### src/sv/obb_pkg.sv
// Shared constants and types for the box pair overlap test.
`timescale 1ns / 1ps
package obb_pkg;

  localparam int unsigned LANE_W        = 16;
  localparam int unsigned PIECE_W       = 6;
  localparam int unsigned TEST_W        = 5;
  localparam int unsigned NUM_FLAGS     = 16;
  localparam int unsigned ROT_FRAC_BITS = 14;
  localparam int unsigned ACC_W         = 40;
  localparam int unsigned QUEUE_DEPTH   = 8;

  // Result codes
  localparam logic [TEST_W-1:0] TEST_SPHERE = 5'd0;
  localparam logic [TEST_W-1:0] TEST_NONE   = 5'd16;

  // One classified pair: bit 0 sphere reject, bit k separating axis k
  typedef struct packed {
    logic [NUM_FLAGS-1:0] fail;
    logic [PIECE_W-1:0]   piece_a;
    logic [PIECE_W-1:0]   piece_b;
  } q_entry_t;

endpackage

### src/sv/obb_queue.sv
// Short queue of classified pairs between the front and back ends.
`timescale 1ns / 1ps
module obb_queue #(
  parameter int unsigned DEPTH = obb_pkg::QUEUE_DEPTH
) (
  input  logic              clk_i,
  input  logic              rst_ni,
  input  logic              push_i,
  input  obb_pkg::q_entry_t wdata_i,
  input  logic              pop_i,
  output obb_pkg::q_entry_t rdata_o,
  output logic              empty_o
);

  localparam int unsigned PW = (DEPTH > 1) ? $clog2(DEPTH) : 1;
  localparam int unsigned CW = $clog2(DEPTH + 1);

  obb_pkg::q_entry_t mem_q [DEPTH];
  logic [PW-1:0]     wr_q, rd_q;
  logic [CW-1:0]     cnt_q;

  assign empty_o = (cnt_q == '0);
  assign rdata_o = mem_q[rd_q];

  // Store the incoming entry
  always_ff @(posedge clk_i) begin
    if (push_i) begin
      mem_q[wr_q] <= wdata_i;
    end
  end

  // Advance pointers and occupancy
  always_ff @(posedge clk_i or negedge rst_ni) begin
    if (!rst_ni) begin
      wr_q  <= '0;
      rd_q  <= '0;
      cnt_q <= '0;
    end else begin
      if (push_i) begin
        wr_q <= (wr_q == PW'(DEPTH - 1)) ? '0 : wr_q + PW'(1);
      end
      if (pop_i) begin
        rd_q <= (rd_q == PW'(DEPTH - 1)) ? '0 : rd_q + PW'(1);
      end
      if (push_i && !pop_i) begin
        cnt_q <= cnt_q + CW'(1);
      end else if (!push_i && pop_i) begin
        cnt_q <= cnt_q - CW'(1);
      end
    end
  end

endmodule

### config.mk
export PLATFORM = sky130hd
export DESIGN_NAME = obb_queue
export DESIGN_NICKNAME = d
export VERILOG_FILES = /design/src/sv/obb_pkg.sv /design/src/sv/obb_queue.sv
export SDC_FILE = /design/constraint.sdc
export NUM_CORES = 1
export LEC_CHECK = 0
export BUFFER_PORTS_ARGS = -buffer_cell sky130_fd_sc_hd__buf_2
export CAP_MARGIN = 20
export CORE_MARGIN = 3
export CORE_UTILIZATION = 64
export CTS_BUF_LIST = sky130_fd_sc_hd__clkbuf_16
export DETAILED_ROUTE_END_ITERATION = 16
export GPL_ROUTABILITY_DRIVEN = 0
export HOLD_SLACK_MARGIN = 0.02
export PLACE_DENSITY = 0.84
export SLEW_MARGIN = 20
export SYNTH_ARGS = -nofsm -noshare
export SYNTH_HDL_FRONTEND = slang
export SYNTH_SLANG_ARGS = --single-unit
### constraint.sdc
create_clock -name clk_i -period 9.2 [get_ports clk_i]
set_clock_uncertainty 0.05 [all_clocks]
set_input_delay 1.84 -clock clk_i [delete_from_list [all_inputs] [get_ports clk_i]]
set_output_delay 1.84 -clock clk_i [all_outputs]
set_load 0.005 [all_outputs]
==> results.yml <==
sta:
  fmax_mhz: 222
  max-slew-margin-rel_pct: 26.5
  tightest_slew_ps: 1100
  tns_ps: 0
  hold_viol: 0
  rsz0062_at_grt: "false"
  setup_violations: 0
  fin_crit_sh_pct: 49.0
  holdWs_ps: 476
  slew_viol_final: 0
  period_minus_slack_ps: 4510
  layout_setup_ws_ps: 4690
yosys:
  syn_inst: 389
  synth-main-ff-cell: "edfxtp_1"
  synth_top_area_share_pct: 73.5
  synth.area.top_cells: "edfxtp_1 74%, mux4_2 13%, mux2_4 3.0%, dfrtp_1 2.7%, mux2_2 1.8%"
  synth.net_count: 429
  yosysMostFrequentCell: "edfxtp_1"
  ys_seq_area_share_pct: 76.3
  syn_area_per_cell_um2: 23.5
  ys_types: 30
  yosys-top-cells-count: "224 x edfxtp_1, 54 x mux4_2, 18 x mux2_4"
  synth.largest_area_cell: "edfxtp_1"
  async_flop_share_pct: 4.27
  synth_edf_count: 224
  netlist_area_um2: 9150
  yosysWarningCount: 0
  ys_ff_latch: 234
clock_network:
  htree_levels: 1
  clk_pin_slew_ps: 60
  post-cts-setup-buffers: 0
  cts_buffer_depth: 3
  cts-hold-fix-buffers: 0
  clock_latency_ps: 490
  cts.sinks: 234
  ctsResizeCount: 0
  cts_buffers: 23
  cts_root_buf: "clkbuf_16"
  cts_tree: "done"
power:
  comb_power_share_pct: 27.2
  switching_share_pct: 27.2
  p_seq_share_pct: 44.6
  internal-power_mw: 2.42
  p_per_area_nw_per_um2: 320
  p_leak_nw: 3.50
  p_clk_share_pct: 28.2
  switchingPower_uw: 905
  irDropWorstVdd_uv: 268
worst_setup_path:
  worstSetupPathType: "flop to output port"
  critPathCaptureType: "output port"
  critPathLaunchType: "flop"
  arrival_ps: 2620
  path_max_fanout: 32
  crit_required_ps: 7310
die:
  die_w_um: 126
  std_cell_rows: 43
  io_pins: 61
  start_util_pct: 65.6
  coreArea_um2: 13900
  die_h_um: 126
  dieArea_um2: 15800
detailed_routing:
  top_layer: "met4"
  final_antenna_net_count: 0
  dr.pass1.iters: 5
  drc_errors: 0
  dr_wl_met3_mm: 1.05
  met2_length_mm: 9.09
  via_count: 4147
  wl_met1_mm: 6.48
  routed_wl_mm: 17.1
  drt_first_iter_violations: 349
  vias_per_cell: 6.30
  wl_per_cell_um: 26.0
grt:
  grt_max_degree: 45
  antenna_found_initial: 2
  grt_overflow: 0
  grt_pass1_vias: 4518
  grt_usage_pct: 22.4
  grt_pass1_wl_mm: 26.5
hold_path:
  min-delay-path-class: "flop to flop"
placement:
  placed_area_um2: 9650
  pre_cts_slack_ps: 5130
  io_buffers: 60
  hpwl_mm: 9.04
status:
  status: "completed"
run:
  cap_violations: 0
cells_and_area:
  fin_nets: 501
  fin_area_um2: 10400
  area_delta_synth_final_pct: 13.8
  nFillCells: 742
  drive_gt1_share_pct: 40.5
placed cells by master (no fill, tap or decap), drive strengths merged:
| cell | netlist | layout |
|---|---|---|
| nand2 | 5 | 5 |
| clkbuf | 5 | 23 |
| xnor2 | 2 | 2 |
| mux2 | 33 | 33 |
| edfxtp | 224 | 224 |
| a21oi | 2 | 2 |
| mux4 | 56 | 56 |
| or4 | 1 | 1 |
| diode | 0 | 2 |
| clkinv | 0 | 10 |
| ha | 7 | 7 |
| nand3 | 2 | 2 |
| nor2 | 8 | 8 |
| nor3 | 3 | 3 |
| nand2b | 2 | 2 |
| fa | 1 | 1 |
| dfrtp | 10 | 10 |
| nor4 | 1 | 1 |
| nand3b | 3 | 3 |
| mux2i | 1 | 1 |
| bufinv | 0 | 4 |
| a2111o | 1 | 1 |
| buf | 12 | 64 |
| o211ai | 2 | 2 |
| inv | 4 | 7 |
| o21ai | 3 | 3 |
| or3 | 1 | 1 |
kinds of logic (layout without fill, tap and decap cells):
| group | after synthesis | after routing | share of synthesized area, % |
|---|---|---|---|
| simple gates | 26 | 26 | 1.41 |
| flops | 234 | 234 | 76.3 |
| mux | 90 | 90 | 18.8 |
| buf+inv | 21 | 108 | 1.60 |
| fa+ha+maj | 8 | 8 | 1.18 |
| compound gates | 8 | 8 | 0.561 |
| xor+xnor | 2 | 2 | 0.192 |
| other cells | 0 | 2 | 0 |
area by class of cell:
cell class,count,area [um^2],area share [%]
Timing Repair Buffer,64,350,3.37
Antenna cell,2,5.00,0.0481
Multi-Input combinational cell,134,2080,20.0
Sequential cell,234,6980,67.1
Clock inverter,17,178,1.71
Tap cell,180,225,2.16
Inverter,4,15.0,0.144
Clock buffer,23,576,5.53
worst max-delay path, cell delays in order (launching register included):
cell     delay (ps)
dfrtp_4         780
buf_16          310
mux4_1          590
mux2_4          290
buf_2           130
layer usage:
| metal | up-vias | GRT usage (%) |
|---|---|---|
| li1 | 1789 | - |
| met1 | 2164 | 30.2 |
| met5 | - | 0 |
| met2 | 150 | 37.9 |
| met3 | 44 | 3.84 |
| met4 | 0 | 7.40 |
power groups by stage:
stage          combinational [mW]  sequential (mW)  clock, mW
2_1_floorplan               0.724             1.40          0
5_1_grt                     0.973             1.51      0.988
3_5_place_dp                0.907             1.51          0
4_1_cts                     0.920             1.49      0.947
6_report                    0.906             1.48      0.937
3_3_place_gp                0.823             1.53          0
per-stage QoR:
stage                     cells  total power [mW]  utilization [%]
after floorplan             389              2.13                -
after global placement      615              2.35             69.1
after detailed placement    616              2.41             69.3
after CTS                   656              3.36             74.7
after global routing        657              3.47             74.7
final                       658              3.33             74.7
state kept, by name, indices dropped and copies added, names as in the netlist:
signal	cells
rd_q	3
cnt_q	4
mem_q	224
wr_q	3
worst paths after layout:
kind	from	to	slack (ps)	cells after the start
min in group asynchronous	rst_ni	rd_q[0]$_DFFE_PN0P_	1150	1
max in group asynchronous	rst_ni	rd_q[0]$_DFFE_PN0P_	7730	1
worst max-delay path	rd_q[0]$_DFFE_PN0P_	rdata_o[17]	4690	4
worst min-delay path	cnt_q[2]$_DFFE_PN0P_	cnt_q[2]$_DFFE_PN0P_	480	2
worst max register to register	wr_q[0]$_DFFE_PN0P_	mem_q[6][3]$_DFFE_PP_	7160	2
worst min register to register	cnt_q[2]$_DFFE_PN0P_	cnt_q[2]$_DFFE_PN0P_	480	2
Note: power is estimated with default switching activity, not from simulation.
