**src/sv/obb_pkg.sv**
```systemverilog
// Shared constants and types for the box pair overlap test.
`timescale 1ns / 1ps
package obb_pkg;

  localparam int unsigned LANE_W        = 16;
  localparam int unsigned PIECE_W       = 6;
  localparam int unsigned TEST_W        = 5;
  localparam int unsigned NUM_FLAGS     = 16;
  localparam int unsigned ROT_FRAC_BITS = 14;
  localparam int unsigned ACC_W         = 40;
  localparam int unsigned QUEUE_DEPTH   = 8;

  // Result codes
  localparam logic [TEST_W-1:0] TEST_SPHERE = 5'd0;
  localparam logic [TEST_W-1:0] TEST_NONE   = 5'd16;

  // One classified pair: bit 0 sphere reject, bit k separating axis k
  typedef struct packed {
    logic [NUM_FLAGS-1:0] fail;
    logic [PIECE_W-1:0]   piece_a;
    logic [PIECE_W-1:0]   piece_b;
  } q_entry_t;

endpackage

```
**src/sv/obb_back.sv**
```systemverilog
// Back end: pick the first failing test and hold the result for transfer.
`timescale 1ns / 1ps
module obb_back (
  input  logic              clk_i,
  input  logic              rst_ni,
  input  obb_pkg::q_entry_t q_data_i,
  input  logic              q_empty_i,
  output logic              q_pop_o,
  input  logic              pop,
  output logic              empty,
  output logic              overlap_o,
  output logic [4:0]        first_failing_test_o,
  output logic [5:0]        piece_a_out_o,
  output logic [5:0]        piece_b_out_o
);

  logic        out_v_q;
  logic        load;
  logic [4:0]  code;

  // Lowest set flag wins
  always_comb begin
    code = obb_pkg::TEST_NONE;
    for (int k = obb_pkg::NUM_FLAGS - 1; k >= 0; k--) begin
      if (q_data_i.fail[k]) begin
        code = 5'(k);
      end
    end
  end

  assign load    = !q_empty_i && (!out_v_q || pop);
  assign q_pop_o = load;
  assign empty   = !out_v_q;

  always_ff @(posedge clk_i or negedge rst_ni) begin
    if (!rst_ni) begin
      out_v_q <= 1'b0;
    end else if (load) begin
      out_v_q <= 1'b1;
    end else if (pop) begin
      out_v_q <= 1'b0;
    end
  end

  // Hold result until transfer
  always_ff @(posedge clk_i) begin
    if (load) begin
      first_failing_test_o <= code;
      overlap_o            <= (code == obb_pkg::TEST_NONE);
      piece_a_out_o        <= q_data_i.piece_a;
      piece_b_out_o        <= q_data_i.piece_b;
    end
  end

endmodule

```
**config.mk**
```make
export PLATFORM = sky130hd
export DESIGN_NAME = obb_back
export DESIGN_NICKNAME = d
export VERILOG_FILES = /design/src/sv/obb_pkg.sv /design/src/sv/obb_back.sv
export SDC_FILE = /design/constraint.sdc
export NUM_CORES = 1
export LEC_CHECK = 0
export ABC_AREA = 1
export BUFFER_PORTS_ARGS = -buffer_cell sky130_fd_sc_hd__clkbuf_2
export CORE_ASPECT_RATIO = 0.8
export CORE_MARGIN = 1
export CORE_UTILIZATION = 40
export CTS_BUF_LIST = sky130_fd_sc_hd__clkbuf_4 sky130_fd_sc_hd__clkbuf_8 sky130_fd_sc_hd__clkbuf_16
export DETAILED_ROUTE_END_ITERATION = 12
export MAX_ROUTING_LAYER = met4
export PLACE_DENSITY = 0.78
export SLEW_MARGIN = 10
export SYNTH_ARGS = -nofsm -noshare
export SYNTH_HDL_FRONTEND = slang
export SYNTH_SLANG_ARGS = --single-unit
```
**constraint.sdc**
```tcl
create_clock -name clk_i -period 2.3 [get_ports clk_i]
set_clock_uncertainty 0.05 [all_clocks]
set_input_delay 0.23 -clock clk_i [delete_from_list [all_inputs] [get_ports clk_i]]
set_output_delay 0.23 -clock clk_i [all_outputs]
set_load 0.02 [all_outputs]
```
==> summary.md, run 1 <==
### Run status
- finished clean — outcome

### Min path
- primary input to register — Hold/Removal Path Class
- 1 — worst hold stages
- q_data_i[0] — hold path startpoint
- piece_b_out_o[0]$_DFFE_PP_ — Worst Hold Path EP

### Routing
- 4.303 — average vias per placed instance
- 6 — Detailed Route Iter0 Violations
- 0 — count of antenna-violating nets left after detailed routing
- 0 — residual DRC count
- 3 — drt first pass iters
- 654 — number of vias in the routed layout
- 1.339 mm — wire length after detailed routing
- 8.809 um — Routed wire per std cell

### Synth
- 0 — synth warn
- 71 — Mapped Cells
- 19 — number of flip-flops and latches in the synthesized netlist
- 103 — synthesized netlist net count
- 11.21 sq um — mean area per synthesized cell
- 71.07% — sequential share of the synthesized area
- 15 — Yosys cell types
- sky130_fd_sc_hd__edfxtp_1 68%, sky130_fd_sc_hd__nand2_1 8.0%, sky130_fd_sc_hd__inv_1 7.5% — largest cells by area after synthesis
- 67.92% — area share of the largest cell type after synthesis
- sky130_fd_sc_hd__edfxtp_1 — most area-hungry cell type in the Yosys netlist
- 795.8 sq um — total standard cell area after synthesis

### Worst setup path
- first_failing_test_o[0]$_DFFE_PP_ — worst r2r dst
- 19 — critical path fanouts, max
- 4 — R2R depth
- 1.11 ns — reg-to-reg slack, setup
- out_v_q$_DFFE_PN0P_ — reg-to-reg startpoint
- register to primary output — type of the worst setup path
- 1.32 ns — WP data arrival
- 2.02 ns — required time at the endpoint of the critical path
- register — Setup crit start kind
- primary output — endpoint class of the critical path

### Timing
- 69.71% — share of the clock period used by the worst path after layout
- 69.17% — relative slew slack
- 623.7 MHz — upper clock frequency limit
- 0 ns — TNS Setup
- 0 — final hold vios
- 0 — Max Transition Viols Final
- 0 — final setup violation count
- 0.6966 ns — fin worst setup slack
- 1.603 ns — post-layout min period
- no — unrepaired setup endpoints after global routing
- 0.4582 ns — slew at the pin closest to its max-slew limit

### Global routing
- 0 — antenna violations before repair
- 1.938 mm — global-route wire length before repair
- 499 — vias in the first global route
- 20 — maximum number of pins on one net before global-route repair
- 13.16% — Tot GR Track Use
- 0 — GR Overflow Total

### Placement
- 1.115 mm — DP Wirelength
- 147 — number of cells in the design after placement
- 0.6285 — weighted congestion reported at the end of routability-driven placement
- 0.9080 ns — Post-Place Setup Slack
- 51 — quantity of I/O buffers inserted on ports

### Flow run
- 0 — Max-Cap Viols

### Floorplan
- 41.90 um — Die Height
- 1874 sq um — CORE AREA
- 14 — placement row count
- 52 — number of top-level pins
- 42.46% — initial core utilization
- 51.87 um — DIE WIDTH
- 2173 sq um — overall die area

### Pwr
- 0.0003509 V — maximum ir drop on the vdd rail
- 0.1523 mW — switching power total
- 15.7% — logic gate share of total power
- 59.8% — fraction of power consumed by sequential logic
- 24.5% — portion of total power attributed to the clock network
- 0.5206 mW — Power Internal
- 596.2 nW/um^2 — Cell Pwr Density
- 22.63% — sw frac
- 0.5750 nW — leakage dissipation
- 0.6729 mW — post-layout total power

### Final layout
- 0 — Inserted Diodes
- 161 — number of nets at the end of the flow
- 46.09% — layout cells sized above 1
- 60.21% — Final Core Density
- 152 — Final Non-Filler Cells
- 41.82% — growth of design area from synthesis to finish

### Clock network
- 2 — Clock Path Buffers
- 3 — total clock buffers created by CTS
- yes — CTS tree
- 19 — CTS sink count
- 0.09 ns — CTS clock-pin slew for the worst setup and hold paths
- sky130_fd_sc_hd__clkbuf_4 — buffer type at the clock tree root
- 0 — count of cells resized by post-cts repair
- 0.28 ns — clock latency reported for the late side of the worst-skew pair
- 1 — CTS H-tree lvls

==> cell usage in the layout (no fill, tap or decap) <==
| cell type | Yosys | routed |
|---|---|---|
| sky130_fd_sc_hd__a21oi_2 | 1 | 1 |
| sky130_fd_sc_hd__edfxtp_1 | 18 | 18 |
| sky130_fd_sc_hd__nor3_2 | 1 | 1 |
| sky130_fd_sc_hd__buf_4 | 0 | 1 |
| sky130_fd_sc_hd__dlygate4sd3_1 | 0 | 1 |
| sky130_fd_sc_hd__inv_1 | 16 | 16 |
| sky130_fd_sc_hd__a21oi_1 | 1 | 1 |
| sky130_fd_sc_hd__a21boi_0 | 1 | 1 |
| sky130_fd_sc_hd__nor2_1 | 4 | 4 |
| sky130_fd_sc_hd__nor3_1 | 2 | 2 |
| sky130_fd_sc_hd__nor4_1 | 2 | 2 |
| sky130_fd_sc_hd__o21ai_0 | 1 | 1 |
| sky130_fd_sc_hd__dfrtp_1 | 1 | 1 |
| sky130_fd_sc_hd__or2_2 | 1 | 1 |
| sky130_fd_sc_hd__clkbuf_2 | 0 | 51 |
| sky130_fd_sc_hd__nand2_1 | 17 | 17 |
| sky130_fd_sc_hd__a31oi_1 | 1 | 1 |
| sky130_fd_sc_hd__nand3_1 | 4 | 4 |
| sky130_fd_sc_hd__clkbuf_4 | 0 | 4 |
==> flip-flops by register name, summed over array words and instances, names as in the netlist <==
signal and cells:
piece_b_out_o 6, overlap_o 1, out_v_q 1, piece_a_out_o 6, first_failing_test_o 5
==> worst max-delay path by stage <==
stage	from	endpoint
floorplan	out_v_q$_DFFE_PN0P_	first_failing_test_o[0]$_DFFE_PP_
finish	out_v_q$_DFFE_PN0P_	q_pop_o
global placement	q_data_i[27]	first_failing_test_o[1]$_DFFE_PP_
CTS	out_v_q$_DFFE_PN0P_	q_pop_o
global route	out_v_q$_DFFE_PN0P_	q_pop_o
detailed placement	q_data_i[27]	first_failing_test_o[1]$_DFFE_PP_
==> synth_stat cells <==
library cell	instances
sky130_fd_sc_hd__inv_1	16
sky130_fd_sc_hd__a21oi_1	1
sky130_fd_sc_hd__nand2_1	17
sky130_fd_sc_hd__or2_2	1
sky130_fd_sc_hd__a31oi_1	1
sky130_fd_sc_hd__o21ai_0	1
sky130_fd_sc_hd__nor3_1	2
sky130_fd_sc_hd__a21boi_0	1
sky130_fd_sc_hd__nor4_1	2
sky130_fd_sc_hd__nor2_1	4
sky130_fd_sc_hd__edfxtp_1	18
sky130_fd_sc_hd__nor3_2	1
sky130_fd_sc_hd__a21oi_2	1
sky130_fd_sc_hd__nand3_1	4
sky130_fd_sc_hd__dfrtp_1	1
==> final cells by class <==
class                   count  area [sq um]
well taps                  24         30.03
inverters                  16         60.06
flip-flops and latches     19         565.5
fillers                   164         745.7
multi-input cells          36         170.2
repair buffers             53         272.8
clock buffers               4         30.03
==> cells by family after synthesis <==
kind of cell	after synthesis	synth area share, %
flip-flops	19	71.07
AO/OA/AOI/OAI	5	4.088
buffers and inverters	16	7.547
AND/OR/NAND/NOR	31	17.30
==> power by group through the flow <==
| stage | clock network [mW] | logic, mW | registers [mW] |
|---|---|---|---|
| after detailed placement | 0 | 0.105 | 0.411 |
| after global placement | 0 | 0.102 | 0.411 |
| after global routing | 0.187 | 0.116 | 0.404 |
| after floorplan | 0 | 0.0319 | 0.433 |
| final | 0.165 | 0.106 | 0.403 |
| after CTS | 0.175 | 0.107 | 0.403 |
==> timing repair <==
action / in CTS / in global routing
hold buffers: 1 / 0
hold endpoints to repair: 1 / 0
buffers inserted: 0 / 0
==> through the flow <==
step | hold slack [ns] | cell area, sq um
after floorplan | -0.1156 | 795.8
after global placement | -0.04563 | 1089
after detailed placement | -0.04342 | 1089
after CTS | 0.05618 | 1129
after global routing | 0.04603 | 1129
final | 0.06801 | 1129
==> per-layer routing <==
metal  track usage, %  vias up  wire length (um)  part of all wire, %
met3            4.396        2               149                   11
met2            20.51       38               614                   46
li1                 -      349                 -                    -
met1            14.29      265               561                   42
met5                -        -                 0                    0
met4            8.108        0                13                 0.97
==> critical path, stage by stage (launching register included) <==
cell,delay (ns)
sky130_fd_sc_hd__dfrtp_1,0.37
sky130_fd_sc_hd__inv_1,0.08
sky130_fd_sc_hd__nor2_1,0.05
sky130_fd_sc_hd__nor2_1,0.08
sky130_fd_sc_hd__buf_4,0.26
sky130_fd_sc_hd__clkbuf_2,0.21
Note: power is estimated with default switching activity, not from simulation.
==> inputs of run 2 (changes only) <==
--- a/config.mk
+++ b/config.mk
@@ -9,11 +9,11 @@
 export BUFFER_PORTS_ARGS = -buffer_cell sky130_fd_sc_hd__clkbuf_2
 export CORE_ASPECT_RATIO = 0.8
 export CORE_MARGIN = 1
-export CORE_UTILIZATION = 40
+export CORE_UTILIZATION = 36
 export CTS_BUF_LIST = sky130_fd_sc_hd__clkbuf_4 sky130_fd_sc_hd__clkbuf_8 sky130_fd_sc_hd__clkbuf_16
 export DETAILED_ROUTE_END_ITERATION = 12
 export MAX_ROUTING_LAYER = met4
-export PLACE_DENSITY = 0.78
+export PLACE_DENSITY = 0.74
 export SLEW_MARGIN = 10
 export SYNTH_ARGS = -nofsm -noshare
 export SYNTH_HDL_FRONTEND = slang
==> constraint.sdc (replaced) <==
create_clock -name clk_i -period 1.36 [get_ports clk_i]
set_clock_uncertainty 0.05 [all_clocks]
set_input_delay 0.136 -clock clk_i [delete_from_list [all_inputs] [get_ports clk_i]]
set_output_delay 0.136 -clock clk_i [all_outputs]
set_load 0.02 [all_outputs]
==> summary.md, run 2 (synthesis gave the netlist of run 1 again) <==
### Global routing
- 15.82% — Tot GR Track Use, +2.7 points
- 14 — maximum number of pins on one net before global-route repair, -30%
- 0 — GR Overflow Total, unchanged
- 680 — vias in the first global route, +36%
- 0 — antenna violations before repair, unchanged
- 2.573 mm — global-route wire length before repair, +33%

### Clock network
- 2 — Clock Path Buffers, unchanged
- 19 — CTS sink count, unchanged
- 0.28 ns — clock latency reported for the late side of the worst-skew pair, about the same
- 0.10 ns — CTS clock-pin slew for the worst setup and hold paths, about the same
- 3 — total clock buffers created by CTS, unchanged
- 1 — CTS H-tree lvls, unchanged
- sky130_fd_sc_hd__clkbuf_4 — buffer type at the clock tree root
- yes — CTS tree

### Routing
- 132 um — routed wl met3, -11%
- 0 — residual DRC count, unchanged
- 6 — Detailed Route Iter0 Violations, unchanged
- 4 — drt first pass iters, +1
- 848 um — routed length on met2, +38%
- 4.317 — average vias per placed instance, +0.34%
- 0 — count of antenna-violating nets left after detailed routing, unchanged
- met4 — top routing layer in use
- 1.665 mm — wire length after detailed routing, +24%
- 9.970 um — Routed wire per std cell, +13%
- 673 um — wl on met1, +20%
- 721 — number of vias in the routed layout, +10%

### Floorplan
- 14 — placement row count, unchanged
- 44.05 um — Die Height, +5.1%
- 2404 sq um — overall die area, +11%
- 40.20% — initial core utilization, -2.3 points
- 52 — number of top-level pins, unchanged
- 1979 sq um — CORE AREA, +5.6%
- 54.57 um — DIE WIDTH, +5.2%

### Pwr
- 0.6474 nW — leakage dissipation, +13%
- 923.8 nW/um^2 — Cell Pwr Density, +55%
- 0.0006077 V — maximum ir drop on the vdd rail, +73%

### Placement
- 0.7052 — weighted congestion reported at the end of routability-driven placement, +12%
- 0.06784 ns — Post-Place Setup Slack, -0.8401 ns
- 51 — quantity of I/O buffers inserted on ports, unchanged
- 1.227 mm — DP Wirelength, +10%

### Worst setup path
- sky130_fd_sc_hd__dfrtp_1 — critical path's slowest cell
- 0.39 ns — peak per-stage delay on the critical path, +0.02 ns
- 1.12 ns — WP data arrival, -0.20 ns
- sky130_fd_sc_hd__nor2_4 — dominant cell type by count on the critical path
- 3 — critical path fanouts, max, -16
- inv_2 -> nor2_4 -> nor2_4 -> buf_12 -> clkbuf_8 — worst path cell trace
- 1.17 ns — required time at the endpoint of the critical path, -0.85 ns
- register — Setup crit start kind
- primary output — endpoint class of the critical path
- register to primary output — type of the worst setup path

### Timing
- 767.0 MHz — upper clock frequency limit
- 0 — Max Transition Viols Final, unchanged
- 0.05625 ns — fin worst setup slack, -0.6404 ns
- 95.86% — share of the clock period used by the worst path after layout
- 0 ns — TNS Setup, unchanged
- 0 — final setup violation count, unchanged
- 64.58% — relative slew slack, -4.6 points
- 1.304 ns — post-layout min period
- no — unrepaired setup endpoints after global routing
- 0 — final hold vios, unchanged
- 0.5265 ns — slew at the pin closest to its max-slew limit, +0.06832 ns

### Run status
- finished clean — outcome

### Final layout
- 50 x sky130_fd_sc_hd__clkbuf_2, 18 x sky130_fd_sc_hd__edfxtp_1, 17 x sky130_fd_sc_hd__nand2_1 — most frequent cells in the layout
- 176 — number of nets at the end of the flow, +9.3%
- 66.06% — Final Core Density, +5.8 points
- piece_a_out_o (6), piece_b_out_o (6), first_failing_test_o (5) — Top Registers
- 0 — Inserted Diodes, unchanged
- 45.45% — layout cells sized above 1, -0.64 points
- 64.31% — growth of design area from synthesis to finish
- sky130_fd_sc_hd__clkbuf_2 — most frequent standard cell in the layout excluding fill and tap cells

### Min path
- primary input to register — Hold/Removal Path Class

### Flow run
- 0 — Max-Cap Viols, unchanged

[run 2: cell count changes in the layout (fill, tap and decap cells not counted), sizes merged]
cell / change
buf: +3
dlygate4sd3: +12
[run 2: timing repair]
item / 4_1_cts / 5_1_grt
endpoints found under the setup margin: 1 / 1
pin swaps: 0 / 1
buffers inserted: 2 / 1
endpoints found under the hold margin: 13 / 0
hold buffers: 13 / 0
gates resized for setup: 1 / 0
[run 2: through the flow]
step                      area [sq um]  total power, mW  cells  hold WS [ns]
after detailed placement          1116           0.8873    147       -0.1383
after floorplan                  810.8           0.7906     71       -0.2096
after global placement            1116           0.8811    147       -0.1392
after global routing              1308            1.267    167       0.01679
final                             1308            1.208    167       0.01164
after CTS                         1300            1.220    166      0.004026
[run 2: cell type report]
cell class | count | area (sq um)
multi-input combinational | 36 | 185.2
fill | 168 | 671.9
tap | 24 | 30.03
clock buffer | 4 | 30.03
timing repair buffer | 68 | 436.7
sequential | 19 | 565.5
inverter | 16 | 60.06
[run 2: power by group]
part	leakage (nW)	switching [mW]	internal, mW
registers	0.186	0.00723	0.675
clock network	0.0184	0.160	0.134
logic	0.443	0.120	0.112
[run 2: worst paths after layout]
| path | from | end | slack [ns] | cells after the start |
|---|---|---|---|---|
| setup / recovery | out_v_q$_DFFE_PN0P_ | q_pop_o | 0.06 | 5 |
| setup reg to reg | out_v_q$_DFFE_PN0P_ | piece_a_out_o[1]$_DFFE_PP_ | 0.13 | 5 |
| max in group asynchronous | rst_ni | out_v_q$_DFFE_PN0P_ | 1.08 | 2 |
| hold reg to reg | out_v_q$_DFFE_PN0P_ | out_v_q$_DFFE_PN0P_ | 0.62 | 3 |
| hold / removal | q_empty_i | out_v_q$_DFFE_PN0P_ | 0.01 | 2 |
| min in group asynchronous | rst_ni | out_v_q$_DFFE_PN0P_ | 0.10 | 2 |
[run 2: metal layers]
metal  up-vias  global-route usage, %
met2        34                  28.05
li1        381                      -
met4         0                  10.26
met1       304                  15.99
met5         -                      -
met3         2                  2.062
[run 2: critical path: cells and delay by family (launching register included)]
family | cells | cell delay [ns]
DFF | 1 | 0.39
buffers and inverters | 3 | 0.31
and+or+nand+nor | 2 | 0.13
